File: config.mk
export PLATFORM = sky130hd
export DESIGN_NAME = days_between_dates_flat
export DESIGN_NICKNAME = d
export VERILOG_FILES = /design/src/dbd_pkg.sv /design/src/dbd_chan_if.sv /design/src/days_between_dates.sv /design/src/dbd_lane.sv /design/src/dbd_merge.sv /design/src/flat_wrapper.sv
export SDC_FILE = /design/constraint.sdc
export NUM_CORES = 1
export LEC_CHECK = 0
export BUFFER_PORTS_ARGS = -buffer_cell sky130_fd_sc_hd__buf_4
export CAP_MARGIN = 5
export CORE_MARGIN = 2
export CORE_UTILIZATION = 50
export CTS_CLUSTER_DIAMETER = 40
export DETAILED_ROUTE_END_ITERATION = 8
export GPL_TIMING_DRIVEN = 0
export PLACE_DENSITY_LB_ADDON = 0.3
export REMOVE_ABC_BUFFERS = 1
export SETUP_SLACK_MARGIN = 0.1
export SLEW_MARGIN = 20
export SYNTH_ARGS = -nofsm -noshare
export SYNTH_HDL_FRONTEND = slang
export SYNTH_SLANG_ARGS = --single-unit
File: constraint.sdc
create_clock -name clk_i -period 6.6 [get_ports clk_i]
set_input_delay 0.33 -clock clk_i [delete_from_list [all_inputs] [get_ports clk_i]]
set_output_delay 0.33 -clock clk_i [all_outputs]
set_load 0.02 [all_outputs]
File: src/dbd_pkg.sv
// Shared types, constants and the month table for the day difference block.
package dbd_pkg;

  // Field widths
  localparam int unsigned YEAR_W  = 14;
  localparam int unsigned MONTH_W = 4;
  localparam int unsigned DAY_W   = 5;
  localparam int unsigned DAYS_W  = 23;
  localparam int unsigned WDAY_W  = 3;

  // Day number width: covers every 14-bit year
  localparam int unsigned NUM_W   = 23;
  // Signed difference width, one sign bit over the day number
  localparam int unsigned DIFF_W  = NUM_W + 1;

  localparam int unsigned YEAR_LIMIT_DEFAULT = 9999;

  // Largest difference magnitude that is passed through
  localparam int unsigned DIFF_MAX = 4194303;

  // Reciprocal of 100: exact floor for every 14-bit year
  localparam int unsigned RECIP_100   = 5243;
  localparam int unsigned RECIP_W     = 13;
  localparam int unsigned RECIP_SHIFT = 19;

  // Days in a year, and weekday bias so that 2000-01-02 lands on Sunday
  localparam int unsigned DAYS_PER_YEAR = 365;
  localparam int unsigned WDAY_BIAS     = 2;
  localparam int unsigned DAYS_PER_WEEK = 7;

  localparam int unsigned MOFF_W = 9;

  typedef struct packed {
    logic [YEAR_W-1:0]  year;
    logic [MONTH_W-1:0] month;
    logic [DAY_W-1:0]   day;
  } date_t;

  // Days from March 1 to the first of the month, March-based year.
  // Month zero reads as January, months above 12 as December.
  function automatic logic [MOFF_W-1:0] month_offset(input logic [MONTH_W-1:0] m);
    logic [MOFF_W-1:0] off;
    case (m) inside
      4'd0, 4'd1:      off = 9'd306;
      4'd2:            off = 9'd337;
      4'd3:            off = 9'd0;
      4'd4:            off = 9'd31;
      4'd5:            off = 9'd61;
      4'd6:            off = 9'd92;
      4'd7:            off = 9'd122;
      4'd8:            off = 9'd153;
      4'd9:            off = 9'd184;
      4'd10:           off = 9'd214;
      4'd11:           off = 9'd245;
      [4'd12:4'd15]:   off = 9'd275;
      default:         off = 9'd0;
    endcase
    return off;
  endfunction

endpackage

File: src/dbd_chan_if.sv
// Request and response channel interfaces of the day difference block.
interface dbd_in_if;
  import dbd_pkg::*;
  logic               valid;
  logic               ready;
  logic [YEAR_W-1:0]  year_a;
  logic [MONTH_W-1:0] month_a;
  logic [DAY_W-1:0]   day_a;
  logic [YEAR_W-1:0]  year_b;
  logic [MONTH_W-1:0] month_b;
  logic [DAY_W-1:0]   day_b;

  modport source (output valid, year_a, month_a, day_a, year_b, month_b, day_b,
                  input ready);
  modport sink   (input valid, year_a, month_a, day_a, year_b, month_b, day_b,
                  output ready);
endinterface

interface dbd_out_if;
  import dbd_pkg::*;
  logic                     valid;
  logic                     ready;
  logic signed [DAYS_W-1:0] days_between;
  logic [WDAY_W-1:0]        weekday_a;

  modport source (output valid, days_between, weekday_a, input ready);
  modport sink   (input valid, days_between, weekday_a, output ready);
endinterface

File: src/days_between_dates.sv
// Top level: two date lanes feeding the difference and weekday merge stage.
//
//   channel  dir  payload                                        handshake
//   req_i    in   year_a month_a day_a year_b month_b day_b      valid/ready
//   rsp_o    out  days_between weekday_a                         valid/ready
//
// One request per cycle while responses are taken; a taken request passes through
// the lane day-number register, then the merge output register, to its response.
// Reset clears only the stage valid flags; no storage needs clearing.
// A stalled response holds the output register, and the lane stage stalls
// behind it once it also holds a request.
module days_between_dates
  import dbd_pkg::*;
#(
  parameter int unsigned YEAR_LIMIT = YEAR_LIMIT_DEFAULT
) (
  input  logic      clk_i,
  input  logic      rst_ni,
  dbd_in_if.sink    req_i,
  dbd_out_if.source rsp_o
);

  logic             s1_valid_q;
  logic             s1_ready;
  logic             merge_ready;
  logic             load;
  date_t            date_a, date_b;
  logic [NUM_W-1:0] num_a, num_b;

  // Lane stage control
  assign s1_ready    = !s1_valid_q || merge_ready;
  assign req_i.ready = s1_ready;
  assign load        = req_i.valid && s1_ready;

  always_ff @(posedge clk_i or negedge rst_ni) begin
    if (!rst_ni) begin
      s1_valid_q <= 1'b0;
    end else if (s1_ready) begin
      s1_valid_q <= req_i.valid;
    end
  end

  assign date_a = '{year: req_i.year_a, month: req_i.month_a, day: req_i.day_a};
  assign date_b = '{year: req_i.year_b, month: req_i.month_b, day: req_i.day_b};

  // Day-number lanes
  dbd_lane #(.YEAR_LIMIT(YEAR_LIMIT)) u_lane_a (
    .clk_i  (clk_i),
    .load_i (load),
    .date_i (date_a),
    .num_o  (num_a)
  );

  dbd_lane #(.YEAR_LIMIT(YEAR_LIMIT)) u_lane_b (
    .clk_i  (clk_i),
    .load_i (load),
    .date_i (date_b),
    .num_o  (num_b)
  );

  // Merge and output
  dbd_merge u_merge (
    .clk_i      (clk_i),
    .rst_ni     (rst_ni),
    .in_valid_i (s1_valid_q),
    .in_ready_o (merge_ready),
    .num_a_i    (num_a),
    .num_b_i    (num_b),
    .rsp_o      (rsp_o)
  );

  // A lane result held back by the merge stage stays put
  a_lane_hold: assert property (@(posedge clk_i) disable iff (!rst_ni)
    (s1_valid_q && !merge_ready) |=> (s1_valid_q && $stable(num_a) && $stable(num_b)))
    else $error("lane stage changed while stalled");

endmodule

File: src/dbd_lane.sv
// One lane: converts a date into a March-based day number, registered.
module dbd_lane
  import dbd_pkg::*;
#(
  parameter int unsigned YEAR_LIMIT = YEAR_LIMIT_DEFAULT
) (
  input  logic             clk_i,
  input  logic             load_i,
  input  date_t            date_i,
  output logic [NUM_W-1:0] num_o
);

  localparam int unsigned LimEff = (YEAR_LIMIT < 1) ? 1 : YEAR_LIMIT;
  localparam logic [16:0] LimW   = 17'(LimEff);

  logic [YEAR_W-1:0]             year_c;
  logic [YEAR_W-1:0]             year_adj;
  logic                          early;
  logic [YEAR_W+RECIP_W-1:0]     q_prod;
  logic [YEAR_W-1:0]             q100;
  logic [NUM_W:0]                sum;
  logic [NUM_W-1:0]              num_d, num_q;

  // Clamp year into 1..limit
  always_comb begin
    year_c = date_i.year;
    if (date_i.year == '0) begin
      year_c = YEAR_W'(1);
    end else if ({3'b000, date_i.year} > LimW) begin
      year_c = LimW[YEAR_W-1:0];
    end
  end

  // January and February count with the previous year
  assign early    = (date_i.month < MONTH_W'(3));
  assign year_adj = early ? (year_c - YEAR_W'(1)) : year_c;

  // Century count by reciprocal multiply
  assign q_prod = {{RECIP_W{1'b0}}, year_adj} * (YEAR_W + RECIP_W)'(RECIP_100);
  assign q100   = YEAR_W'(q_prod >> RECIP_SHIFT);

  // 365y + y/4 - y/100 + y/400 + month offset + day
  always_comb begin
    sum = (NUM_W + 1)'(year_adj) * (NUM_W + 1)'(DAYS_PER_YEAR)
        + (NUM_W + 1)'(year_adj >> 2)
        - (NUM_W + 1)'(q100)
        + (NUM_W + 1)'(q100 >> 2)
        + (NUM_W + 1)'(month_offset(date_i.month))
        + (NUM_W + 1)'(date_i.day);
    num_d = sum[NUM_W-1:0];
  end

  always_ff @(posedge clk_i) begin
    if (load_i) begin
      num_q <= num_d;
    end
  end

  assign num_o = num_q;

endmodule

File: src/dbd_merge.sv
// Merge stage: day difference with saturation, weekday, output register.
module dbd_merge
  import dbd_pkg::*;
(
  input  logic             clk_i,
  input  logic             rst_ni,
  input  logic             in_valid_i,
  output logic             in_ready_o,
  input  logic [NUM_W-1:0] num_a_i,
  input  logic [NUM_W-1:0] num_b_i,
  dbd_out_if.source        rsp_o
);

  localparam logic signed [DIFF_W-1:0] DiffMax = DIFF_W'(DIFF_MAX);

  logic signed [DIFF_W-1:0] diff;
  logic signed [DIFF_W-1:0] diff_sat;
  logic [NUM_W:0]           wd_x;
  logic [5:0]               wd_s1;
  logic [3:0]               wd_s2;
  logic [WDAY_W-1:0]        wd;

  logic                     valid_q;
  logic [DAYS_W-1:0]        days_d, days_q;
  logic [WDAY_W-1:0]        wday_q;

  // Signed difference, clipped to plus or minus DIFF_MAX inside the field range
  always_comb begin
    diff = $signed({1'b0, num_a_i}) - $signed({1'b0, num_b_i});
    diff_sat = diff;
    if (diff > DiffMax) begin
      diff_sat = DiffMax;
    end else if (diff < -DiffMax) begin
      diff_sat = -DiffMax;
    end
    days_d = diff_sat[DAYS_W-1:0];
  end

  // Mod 7 by folding octal digits (8 = 1 mod 7)
  always_comb begin
    wd_x  = (NUM_W + 1)'(num_a_i) + (NUM_W + 1)'(WDAY_BIAS);
    wd_s1 = 6'(wd_x[2:0])   + 6'(wd_x[5:3])   + 6'(wd_x[8:6])   + 6'(wd_x[11:9])
          + 6'(wd_x[14:12]) + 6'(wd_x[17:15]) + 6'(wd_x[20:18]) + 6'(wd_x[23:21]);
    wd_s2 = 4'(wd_s1[2:0]) + 4'(wd_s1[5:3]);
    if (wd_s2 >= 4'(DAYS_PER_WEEK)) begin
      wd = WDAY_W'(wd_s2 - 4'(DAYS_PER_WEEK));
    end else begin
      wd = wd_s2[WDAY_W-1:0];
    end
  end

  // Output register, refills when empty or while the current response is taken
  assign in_ready_o = !valid_q || rsp_o.ready;

  always_ff @(posedge clk_i or negedge rst_ni) begin
    if (!rst_ni) begin
      valid_q <= 1'b0;
    end else if (in_ready_o) begin
      valid_q <= in_valid_i;
    end
  end

  always_ff @(posedge clk_i) begin
    if (in_ready_o && in_valid_i) begin
      days_q <= days_d;
      wday_q <= wd;
    end
  end

  assign rsp_o.valid        = valid_q;
  assign rsp_o.days_between = $signed(days_q);
  assign rsp_o.weekday_a    = wday_q;

  // Checks
  a_wday_range: assert property (@(posedge clk_i) disable iff (!rst_ni)
    valid_q |-> (wday_q < WDAY_W'(DAYS_PER_WEEK)))
    else $error("weekday out of range");

  a_days_range: assert property (@(posedge clk_i) disable iff (!rst_ni)
    valid_q |-> (($signed(days_q) <= $signed(DiffMax[DAYS_W-1:0]))
              && ($signed(days_q) >= -$signed(DiffMax[DAYS_W-1:0]))))
    else $error("day difference beyond saturation bound");

endmodule
File: src/flat_wrapper.sv
// flat-port wrapper written by rule: the top's interface ports become plain ports
module days_between_dates_flat import dbd_pkg::*;
#(
  parameter int unsigned YEAR_LIMIT = YEAR_LIMIT_DEFAULT
)
  (clk_i, rst_ni, req_i_valid, req_i_year_a, req_i_month_a, req_i_day_a, req_i_year_b, req_i_month_b, req_i_day_b, req_i_ready, rsp_o_valid, rsp_o_days_between, rsp_o_weekday_a, rsp_o_ready);
  dbd_in_if req_i_i ();
  dbd_out_if rsp_o_i ();
  input  logic clk_i;
  input  logic rst_ni;
  input wire logic [$bits(req_i_i.valid)-1:0] req_i_valid;
  input wire logic [$bits(req_i_i.year_a)-1:0] req_i_year_a;
  input wire logic [$bits(req_i_i.month_a)-1:0] req_i_month_a;
  input wire logic [$bits(req_i_i.day_a)-1:0] req_i_day_a;
  input wire logic [$bits(req_i_i.year_b)-1:0] req_i_year_b;
  input wire logic [$bits(req_i_i.month_b)-1:0] req_i_month_b;
  input wire logic [$bits(req_i_i.day_b)-1:0] req_i_day_b;
  output wire logic [$bits(req_i_i.ready)-1:0] req_i_ready;
  output wire logic [$bits(rsp_o_i.valid)-1:0] rsp_o_valid;
  output wire logic [$bits(rsp_o_i.days_between)-1:0] rsp_o_days_between;
  output wire logic [$bits(rsp_o_i.weekday_a)-1:0] rsp_o_weekday_a;
  input wire logic [$bits(rsp_o_i.ready)-1:0] rsp_o_ready;
  assign req_i_i.valid = req_i_valid;
  assign req_i_i.year_a = req_i_year_a;
  assign req_i_i.month_a = req_i_month_a;
  assign req_i_i.day_a = req_i_day_a;
  assign req_i_i.year_b = req_i_year_b;
  assign req_i_i.month_b = req_i_month_b;
  assign req_i_i.day_b = req_i_day_b;
  assign req_i_ready = req_i_i.ready;
  assign rsp_o_valid = rsp_o_i.valid;
  assign rsp_o_days_between = rsp_o_i.days_between;
  assign rsp_o_weekday_a = rsp_o_i.weekday_a;
  assign rsp_o_i.ready = rsp_o_ready;
  days_between_dates #(.YEAR_LIMIT(YEAR_LIMIT)) u_core (.clk_i(clk_i), .rst_ni(rst_ni), .req_i(req_i_i), .rsp_o(rsp_o_i));
endmodule
==> flow_metrics.tcl, run 1 <==
set metrics [dict create \
    firstDrtPassIters 5 \
    period_share_pct 183 \
    maxCapViolations 0 \
    cp-start-kind "primary input" \
    criticalPathCategory "primary input to flip-flop" \
    gp_congestion 0.893 \
    diodes 0 \
    yosys_warnings 0 \
    clock_skew_ns 0.00744 \
    min-delay-start "req_i_valid" \
    initial_core_util_pct 50.3 \
    yosysTopAreaCell "fa_1" \
    cp-end-kind "flip-flop" \
    viasPerCell 5.20 \
    yosysUniqueCellTypes 69 \
    crit_required_ns 6.67 \
    worstReg2RegStart "u_core.u_lane_a.num_o[2]$_DFFE_PP_" \
    whs_path_depth 2 \
    yosysMostFrequentCell "inv_1" \
    holdCritPathClass "primary input to flip-flop" \
    synth.cell_area_sq_um 20400 \
    synth_seq_area_share_pct 10.8 \
    hold_end "u_core.s1_valid_q$_DFFE_PN0N_" \
    synthTopCellsByArea "fa_1 31%, ha_1 25%, edfxtp_1 11%" \
    finalSetupViolations 46 \
    routed_wl_mm 45.9 \
    rows 74 \
    post_drt_wl_per_cell_um 16.3 \
    synth_seq_cells 74 \
    critical_path.max_stage_delay_ns 0.53 \
    max_freq_mhz 82.8 \
    outcome "finished with violations" \
    synthCells 2080 \
    crit_arrival_ns 12.15 \
    tightest_slew_ns 1.03 \
    violations "negative setup slack" \
    path_clk_slew_ns 0.05 \
    slew_headroom_pct 31.5 \
    drc 0 \
    syn_avg_cell_area_sq_um 9.81 \
    layout.nets 3070 \
    drt-initial-drc-count 598 \
    clk_latency_ns 0.34 \
    hold_ws_ns 0.198 \
    grt_pass1_wl_mm 75.1 \
    ctsLongestPathBuffers 2 \
    synth_common_cells "543 x inv_1, 414 x ha_1, 321 x fa_1" \
    synth-edff-count 72 \
    synthArstFlopShare_pct 2.70 \
    path_max_fanout 4 \
    ant_nets 0 \
    r2r-end "u_core.u_merge.rsp_o.weekday_a[1]$_DFFE_PP_" \
    rr_worst_depth 23 \
    dp_cells 2675 \
    hold_violations 0 \
    final_cells 2822 \
    fin_crit_ns 12.08 \
    clock-sinks 74 \
    core_area_sq_um 40600 \
    rsz0062_at_grt "true" \
    cts_root_buf "clkbuf_16" \
    reg2reg_setup_slack_ns 0.32 \
    area_growth_pct 22.1 \
    numCtsBuffers 9 \
    htree_num_levels 3 \
    overflow 0 \
    drive_above_1_share_pct 22.1 \
    die_x_um 206 \
    fp.dieH_um 206 \
    grt_pass1_vias 15600 \
    antenna_found_initial 0 \
    crit_start "req_i_year_b[4]" \
    grt_max_degree 37 \
    synth_ff_type "edfxtp_1" \
    ioPinCount 78 \
    slowest_stage "fa_2" \
    yosysTopAreaCellShare_pct 31.5 \
    grt.total_usage_pct 22.2 \
    port_buffers 77 \
    dpl.hpwl_mm 36.8 \
    vias 14700 \
    finish.utilization_pct 61.4 \
    setup_ws_ns -5.48 \
    cts_tree "built" \
    slew_violations 0 \
    die_area_sq_um 42400 \
]
## cells in the final DEF (no fill, tap or decap), types with 13 or more instances in the layout
master,Yosys,routed
o21a_1,18,18
xnor2_1,89,72
a21oi_1,65,47
ha_4,0,45
nor2_4,0,13
inv_2,0,35
a21o_1,29,29
nand2_1,65,56
xor2_1,39,29
edfxtp_1,72,72
buf_6,1,22
inv_1,543,504
nand3_1,28,25
fa_1,321,311
nor2_1,104,78
nor2_2,0,13
a21oi_2,0,15
nand2b_1,17,14
buf_4,0,183
ha_1,414,364
o21ai_0,31,20
## layer usage
metal | GRT usage, % | vias up | part of all wire, %
met2 | 38.5 | 317 | 49
met4 | 5.41 | 0 | 2.6
li1 | - | 7068 | -
met5 | 0 | - | 0
met3 | 2.46 | 76 | 3.9
met1 | 29.7 | 7205 | 44
## sequential cells by signal, summed over array words and instances, names as in the netlist
name and flops:
u_core.s1_valid_q 1, u_core.u_lane_a.num_o 23, u_core.u_lane_b.num_o 23, u_core.u_merge.rsp_o.days_between 23, u_core.u_merge.rsp_o.valid 1, u_core.u_merge.rsp_o.weekday_a 3
## through the flow
stage	setup TNS [ns]	setup WS, ns	instance area, sq um
3_5_place_dp	-284.41	-7.70	21700
2_1_floorplan	-214.74	-6.15	20300
5_1_grt	-205.66	-5.86	24900
4_1_cts	-189.23	-5.55	24200
6_report	-189.77	-5.48	24900
3_3_place_gp	-283.41	-7.75	21600
## timing repair
| action | in CTS | in global routing |
|---|---|---|
| gates resized for setup | 254 | 92 |
| setup buffers | 92 | 45 |
| hold endpoints to repair | 2 | 0 |
| endpoints found under the setup margin | 47 | 48 |
| pin swaps | 187 | 117 |
| hold buffers | 1 | 0 |
## kinds of logic after synthesis
kind of cell               Yosys count  synth area share [%]
adders and majority gates          743                  57.3
buffers and inverters              566                  10.5
and+or+nand+nor                    329                  7.97
AOI/OAI and AO/OA                  236                  7.73
xor gates and xnor gates           128                  5.49
DFF                                 74                  10.8
muxes                                4                 0.202
## worst max-delay path by stage
stage / to / slack (ns)
after global placement: u_core.u_lane_b.num_o[22]$_DFFE_PP_ / -7.75
final: u_core.u_lane_b.num_o[22]$_DFFE_PP_ / -5.48
after CTS: u_core.u_lane_b.num_o[22]$_DFFE_PP_ / -5.55
after floorplan: u_core.u_lane_b.num_o[22]$_DFFE_PP_ / -6.15
after global routing: u_core.u_lane_b.num_o[22]$_DFFE_PP_ / -5.86
after detailed placement: u_core.u_lane_b.num_o[22]$_DFFE_PP_ / -7.70
## worst max-delay path: cells and delay by family
family | cells | cell delay (ns)
AOI/OAI and AO/OA | 12 | 2.23
xor gates and xnor gates | 3 | 0.47
buffers and inverters | 11 | 0.78
and+or+nand+nor | 13 | 2.64
adders and majority gates | 14 | 5.70
## area by class of cell
type / instances / area [sq um]
inverters: 544 / 2060
well taps: 532 / 666
fillers: 3193 / 15600
multi-input cells: 1440 / 17800
clock buffers: 12 / 267
clock inverters: 4 / 72.6
repair buffers: 216 / 1820
flip-flops and latches: 74 / 2210
Power of run 1 is not shown: default switching activity piles up to over one toggle a cycle in this logic, so the estimate is an artifact.
==> run 2: changes to the inputs <==
--- a/config.mk
+++ b/config.mk
@@ -19,3 +19,4 @@
 export SYNTH_ARGS = -nofsm -noshare
 export SYNTH_HDL_FRONTEND = slang
 export SYNTH_SLANG_ARGS = --single-unit
+export TNS_END_PERCENT = 30
==> run 2 against run 1 <==
  * Via count decreased by 1.8%
  * The run still ends with negative setup slack left
  * Worst setup slack better by 0.044 ns
  * Largest cell class unchanged
  * Hold slack got worse by 0.0017 ns
  * Clock skew rose by 0.00050 ns
  * Sequential cell count unchanged
==> flow_metrics.tcl, run 2 (synthesized netlist as in run 1, its figures left out) <==
set metrics [dict create \
    final_cell_mix "523 x inv_1, 387 x ha_1, 313 x fa_1, 153 x buf_4, 85 x nor2_1" \
    slowest_stage "fa_1" \
    clock-sinks 74 \
    drc 0 \
    cp-start-kind "primary input" \
    period_share_pct 182 \
    ctsLongestPathBuffers 2 \
    cp-end-kind "flip-flop" \
    viasPerCell 5.18 \
    n_fill_cell 3375 \
    clock_skew_ns 0.00795 \
    final_cells 2779 \
    dpl.hpwl_mm 36.8 \
    placed_area_sq_um 21700 \
    slew_headroom_pct 31.8 \
    antenna_found_initial 0 \
    crit_arrival_ns 12.11 \
    hold_ws_ns 0.196 \
    core_area_sq_um 40600 \
    maxCapViolations 0 \
    layout.nets 3027 \
    initial_core_util_pct 50.3 \
    dp_cells 2675 \
    port_buffers 77 \
    path_clk_slew_ns 0.05 \
    grt.total_usage_pct 21.7 \
    cpMostUsedCell "fa_1" \
    grt_max_degree 37 \
    final_common_cell "inv_1" \
    pre_cts_slack_ns -7.70 \
    ioPinCount 78 \
    ant_nets 0 \
    diodes 0 \
    slew_violations 0 \
    grt_pass1_vias 15300 \
    htree_num_levels 3 \
    setup_ws_ns -5.43 \
    drt-initial-drc-count 674 \
    cts_tree "built" \
    gp_congestion 0.893 \
    cts_root_buf "clkbuf_16" \
    tightest_slew_ns 1.02 \
    clk_latency_ns 0.34 \
    max_freq_mhz 83.1 \
    area_growth_pct 17.2 \
    drive_above_1_share_pct 17.2 \
    final_cell_area_sq_um 23900 \
    finalSetupViolations 46 \
    vias 14400 \
    firstDrtPassIters 5 \
    fp.dieH_um 206 \
    routed_wl_mm 44.2 \
    die_x_um 206 \
    post_drt_wl_per_cell_um 15.9 \
    path_max_fanout 4 \
    holdCritPathClass "primary input to flip-flop" \
    outcome "finished with violations" \
    crit_required_ns 6.67 \
    critical_path.max_stage_delay_ns 0.54 \
    hold_violations 0 \
    grt_pass1_wl_mm 73.7 \
    fin_crit_ns 12.03 \
    numCtsBuffers 9 \
    overflow 0 \
    rows 74 \
    violations "negative setup slack" \
    seq_area_sq_um 2210 \
    multi_input_area_sq_um 17200 \
    die_area_sq_um 42400 \
    criticalPathCategory "primary input to flip-flop" \
    rsz0062_at_grt "true" \
]
## run 2: cell type report
type | count | share of cell area, %
repair buffers | 173 | 6.01
well taps | 532 | 2.78
flip-flops and latches | 74 | 9.25
inverters | 544 | 8.59
clock buffers | 12 | 1.11
clock inverters | 4 | 0.303
multi-input cells | 1440 | 72.0
## run 2: through the flow
stage | TNS (ns) | util (%)
final | -190.15 | 59.0
after global routing | -210.27 | 59.0
after CTS | -192.57 | 58.1
after detailed placement | -284.41 | 53.6
after global placement | -283.41 | 53.1
after floorplan | -214.74 | -
## run 2: repair_timing
| item | CTS | global route |
|---|---|---|
| setup buffers | 69 | 18 |
| setup endpoints to repair | 47 | 48 |
| hold buffers | 1 | 0 |
| gates resized for setup | 180 | 51 |
| hold endpoints to repair | 2 | 0 |
| pin swaps | 128 | 69 |
## run 2: final timing paths
kind / start / to / slack, ns / cells after the start
min: req_i_valid / u_core.s1_valid_q$_DFFE_PN0N_ / 0.20 / 2
min in group asynchronous: rst_ni / u_core.s1_valid_q$_DFFE_PN0N_ / 0.32 / 2
max: req_i_year_b[4] / u_core.u_lane_b.num_o[22]$_DFFE_PP_ / -5.43 / 52
max in group asynchronous: rst_ni / u_core.u_merge.rsp_o.valid$_DFFE_PN0P_ / 6.19 / 2
min reg2reg: u_core.s1_valid_q$_DFFE_PN0N_ / u_core.u_merge.rsp_o.valid$_DFFE_PN0P_ / 0.49 / 1
max reg2reg: u_core.u_lane_a.num_o[1]$_DFFE_PP_ / u_core.u_merge.rsp_o.weekday_a[1]$_DFFE_PP_ / 0.08 / 23
## run 2: worst max-delay path: cells and delay by family
family	cells	cell delay [ns]
buf+inv	9	0.69
compound gates	14	2.33
simple gates	12	2.50
xor+xnor	3	0.47
fa+ha+maj	14	5.78
## run 2: metal layers
layer	up-vias	share of wire, %	global-route usage, %
li1	6979	-	-
met1	7027	45	29.2
met2	321	48	37.3
met3	74	4.1	2.78
met4	0	2.5	5.54
met5	-	0	0
Power of run 2 is left out for the same reason.
==> run 3: changes to the inputs <==
--- a/config.mk
+++ b/config.mk
@@ -8,7 +8,7 @@
 export BUFFER_PORTS_ARGS = -buffer_cell sky130_fd_sc_hd__buf_4
 export CAP_MARGIN = 5
 export CORE_MARGIN = 2
-export CORE_UTILIZATION = 50
+export CORE_UTILIZATION = 66
 export CTS_CLUSTER_DIAMETER = 40
 export DETAILED_ROUTE_END_ITERATION = 8
 export GPL_TIMING_DRIVEN = 0
==> run 3 against run 2 <==
  * The run still ends with negative setup slack left
  * Highest routed layer unchanged
  * Hold slack worse by 0.0079 ns
  * Sequential share of layout area is 0.053 points higher
  * Non-clock buffer count is 2 lower
  * Design area is 0.57% lower
  * Worst setup slack worse by 0.12 ns
  * Maximum frequency is 1.0% lower
  * Critical endpoint is now u_core.u_lane_b.num_o[21]$_DFFE_PP_
  * Clock-buffer cell count is 2 lower
  * Routed wire length is 9.3% higher
==> flow_metrics.tcl, run 3 (synthesized netlist as in run 1, its figures left out) <==
set metrics [dict create \
    outcome "finished with violations" \
    violations "negative setup slack" \
    holdCritPathClass "primary input to flip-flop" \
    initial_core_util_pct 66.9 \
    hold_violations 0 \
    dr_wl_met2_mm 24.3 \
    gp_congestion 0.915 \
    maxCapViolations 0 \
    grt_max_degree 37 \
    final_cell_mix "523 x inv_1, 381 x ha_1, 315 x fa_1, 151 x buf_4, 82 x nor2_1" \
    ant_nets 0 \
    slew_headroom_pct 37.6 \
    slew_violations 0 \
    core_area_sq_um 30500 \
    layout.nets 3025 \
    crit_arrival_ns 12.24 \
    cts_root_buf "clkbuf_16" \
    r2r-end "u_core.u_merge.rsp_o.weekday_a[1]$_DFFE_PP_" \
    drt-initial-drc-count 832 \
    post_drt_wl_per_cell_um 18.3 \
    setup_ws_ns -5.56 \
    port_buffers 77 \
    antenna_found_initial 0 \
    fin_crit_ns 12.16 \
    crit_required_ns 6.68 \
    cp-end-kind "flip-flop" \
    reg2reg_setup_slack_ns -0.04 \
    criticalPathCategory "primary input to flip-flop" \
    period_share_pct 184 \
    critical_path.max_stage_delay_ns 0.57 \
    ioPinCount 78 \
    hold_ws_ns 0.188 \
    dpl.hpwl_mm 36.7 \
    numCtsBuffers 9 \
    overflow 0 \
    finalSetupViolations 47 \
    die_area_sq_um 32300 \
    grt.total_usage_pct 30.7 \
    cp_num_buf_inv 10 \
    clock-sinks 74 \
    wl_met1_mm 19.9 \
    grt_pass1_vias 16300 \
    rr_worst_depth 23 \
    fp.dieH_um 180 \
    worstReg2RegStart "u_core.u_lane_a.num_o[3]$_DFFE_PP_" \
    max_freq_mhz 82.3 \
    viasPerCell 5.67 \
    path_clk_slew_ns 0.06 \
    final_common_cell "inv_1" \
    whs_path_depth 2 \
    cpMostUsedCell "fa_1" \
    crit_family "adder cells" \
    htree_num_levels 3 \
    rows 64 \
    ctsLongestPathBuffers 2 \
    min-delay-start "req_i_valid" \
    firstDrtPassIters 5 \
    cp-start-kind "primary input" \
    fin_tns_setup_ns -196.44 \
    tightest_slew_ns 0.935 \
    rsz0062_at_grt "true" \
    diodes 0 \
    die_x_um 180 \
    top_layer "met4" \
    drc 0 \
    grt_pass1_wl_mm 80.0 \
    clock_skew_ns 0.00452 \
    drive_above_1_share_pct 17.5 \
    clk_latency_ns 0.34 \
    cts_tree "built" \
    vias 15000 \
    routed_wl_mm 48.3 \
    slowest_stage "or4_4" \
    route.met3.wl_mm 2.45 \
    area_growth_pct 16.5 \
    hold_end "u_core.s1_valid_q$_DFFE_PN0N_" \
    path_max_fanout 6 \
]
run 3: cell count changes in the layout (fill, tap and decap cells not counted), moves of 3 or more:
cell / delta
buf_12: -5
buf_6: +5
nand2_2: -3
xnor2_2: +3
ha_2: -3
ha_4: +9
ha_1: -6
nor2_1: -3
nand3_2: +3
clkbuf_8: -3
nor2_2: +5
run 3: what timing repair did:
action / 4_1_cts / 5_1_grt
pin swaps: 142 / 22
setup buffers: 81 / 5
hold buffers: 1 / 0
setup endpoints to repair: 48 / 49
gates resized for setup: 219 / 33
hold endpoints to repair: 2 / 0
run 3: worst max path at each step:
stage | from | to | slack, ns | depth (start not counted)
finish | req_i_year_b[4] | u_core.u_lane_b.num_o[21]$_DFFE_PP_ | -5.56 | 53
global placement | req_i_year_b[7] | u_core.u_lane_b.num_o[22]$_DFFE_PP_ | -7.76 | 49
global route | req_i_year_b[4] | u_core.u_lane_b.num_o[21]$_DFFE_PP_ | -5.94 | 53
CTS | req_i_year_b[5] | u_core.u_lane_b.num_o[22]$_DFFE_PP_ | -5.46 | 53
detailed placement | req_i_year_b[7] | u_core.u_lane_b.num_o[22]$_DFFE_PP_ | -7.73 | 49
floorplan | req_i_year_b[7] | u_core.u_lane_b.num_o[22]$_DFFE_PP_ | -6.15 | 48
run 3: layer usage:
metal  track usage [%]  vias up
met4              10.4        0
met5                 0        -
met2              54.3      459
li1                  -     6966
met3              3.81      122
met1              39.0     7438
run 3: worst reg2reg max path, cell delays in order, from the launching register on:
cell and delay, ns:
edfxtp_1 0.57, nand3_2 0.16, nor2_2 0.16, and3_1 0.21, and3_1 0.21, and3_1 0.21
and2_1 0.21, nand2_1 0.09, xnor2_1 0.15, fa_1 0.51, inv_1 0.05, fa_1 0.48
fa_1 0.55, inv_1 0.05, fa_1 0.55, ha_1 0.19, inv_1 0.06, fa_1 0.47
inv_1 0.04, ha_1 0.20, fa_1 0.47, ha_1 0.26, a21oi_2 0.18, mux2_2 0.35
run 3: area by class of cell:
cell class | instances | area (sq um)
multi-input combinational | 1440 | 17400
fill | 1851 | 6730
sequential | 74 | 2210
inverter | 544 | 2060
timing repair buffer | 171 | 1380
tap | 396 | 495
clock buffer | 10 | 229
clock inverter | 6 | 57.6
run 3: stage by stage:
step	util, %	setup WS, ns	instance area [sq um]	instances
global placement	70.1	-7.76	21400	2531
floorplan	-	-6.15	20300	2058
CTS	77.3	-5.46	23600	2635
finish	77.9	-5.56	23800	2641
detailed placement	70.6	-7.73	21500	2537
global route	77.9	-5.94	23800	2641
Power of run 3 is left out for the same reason.
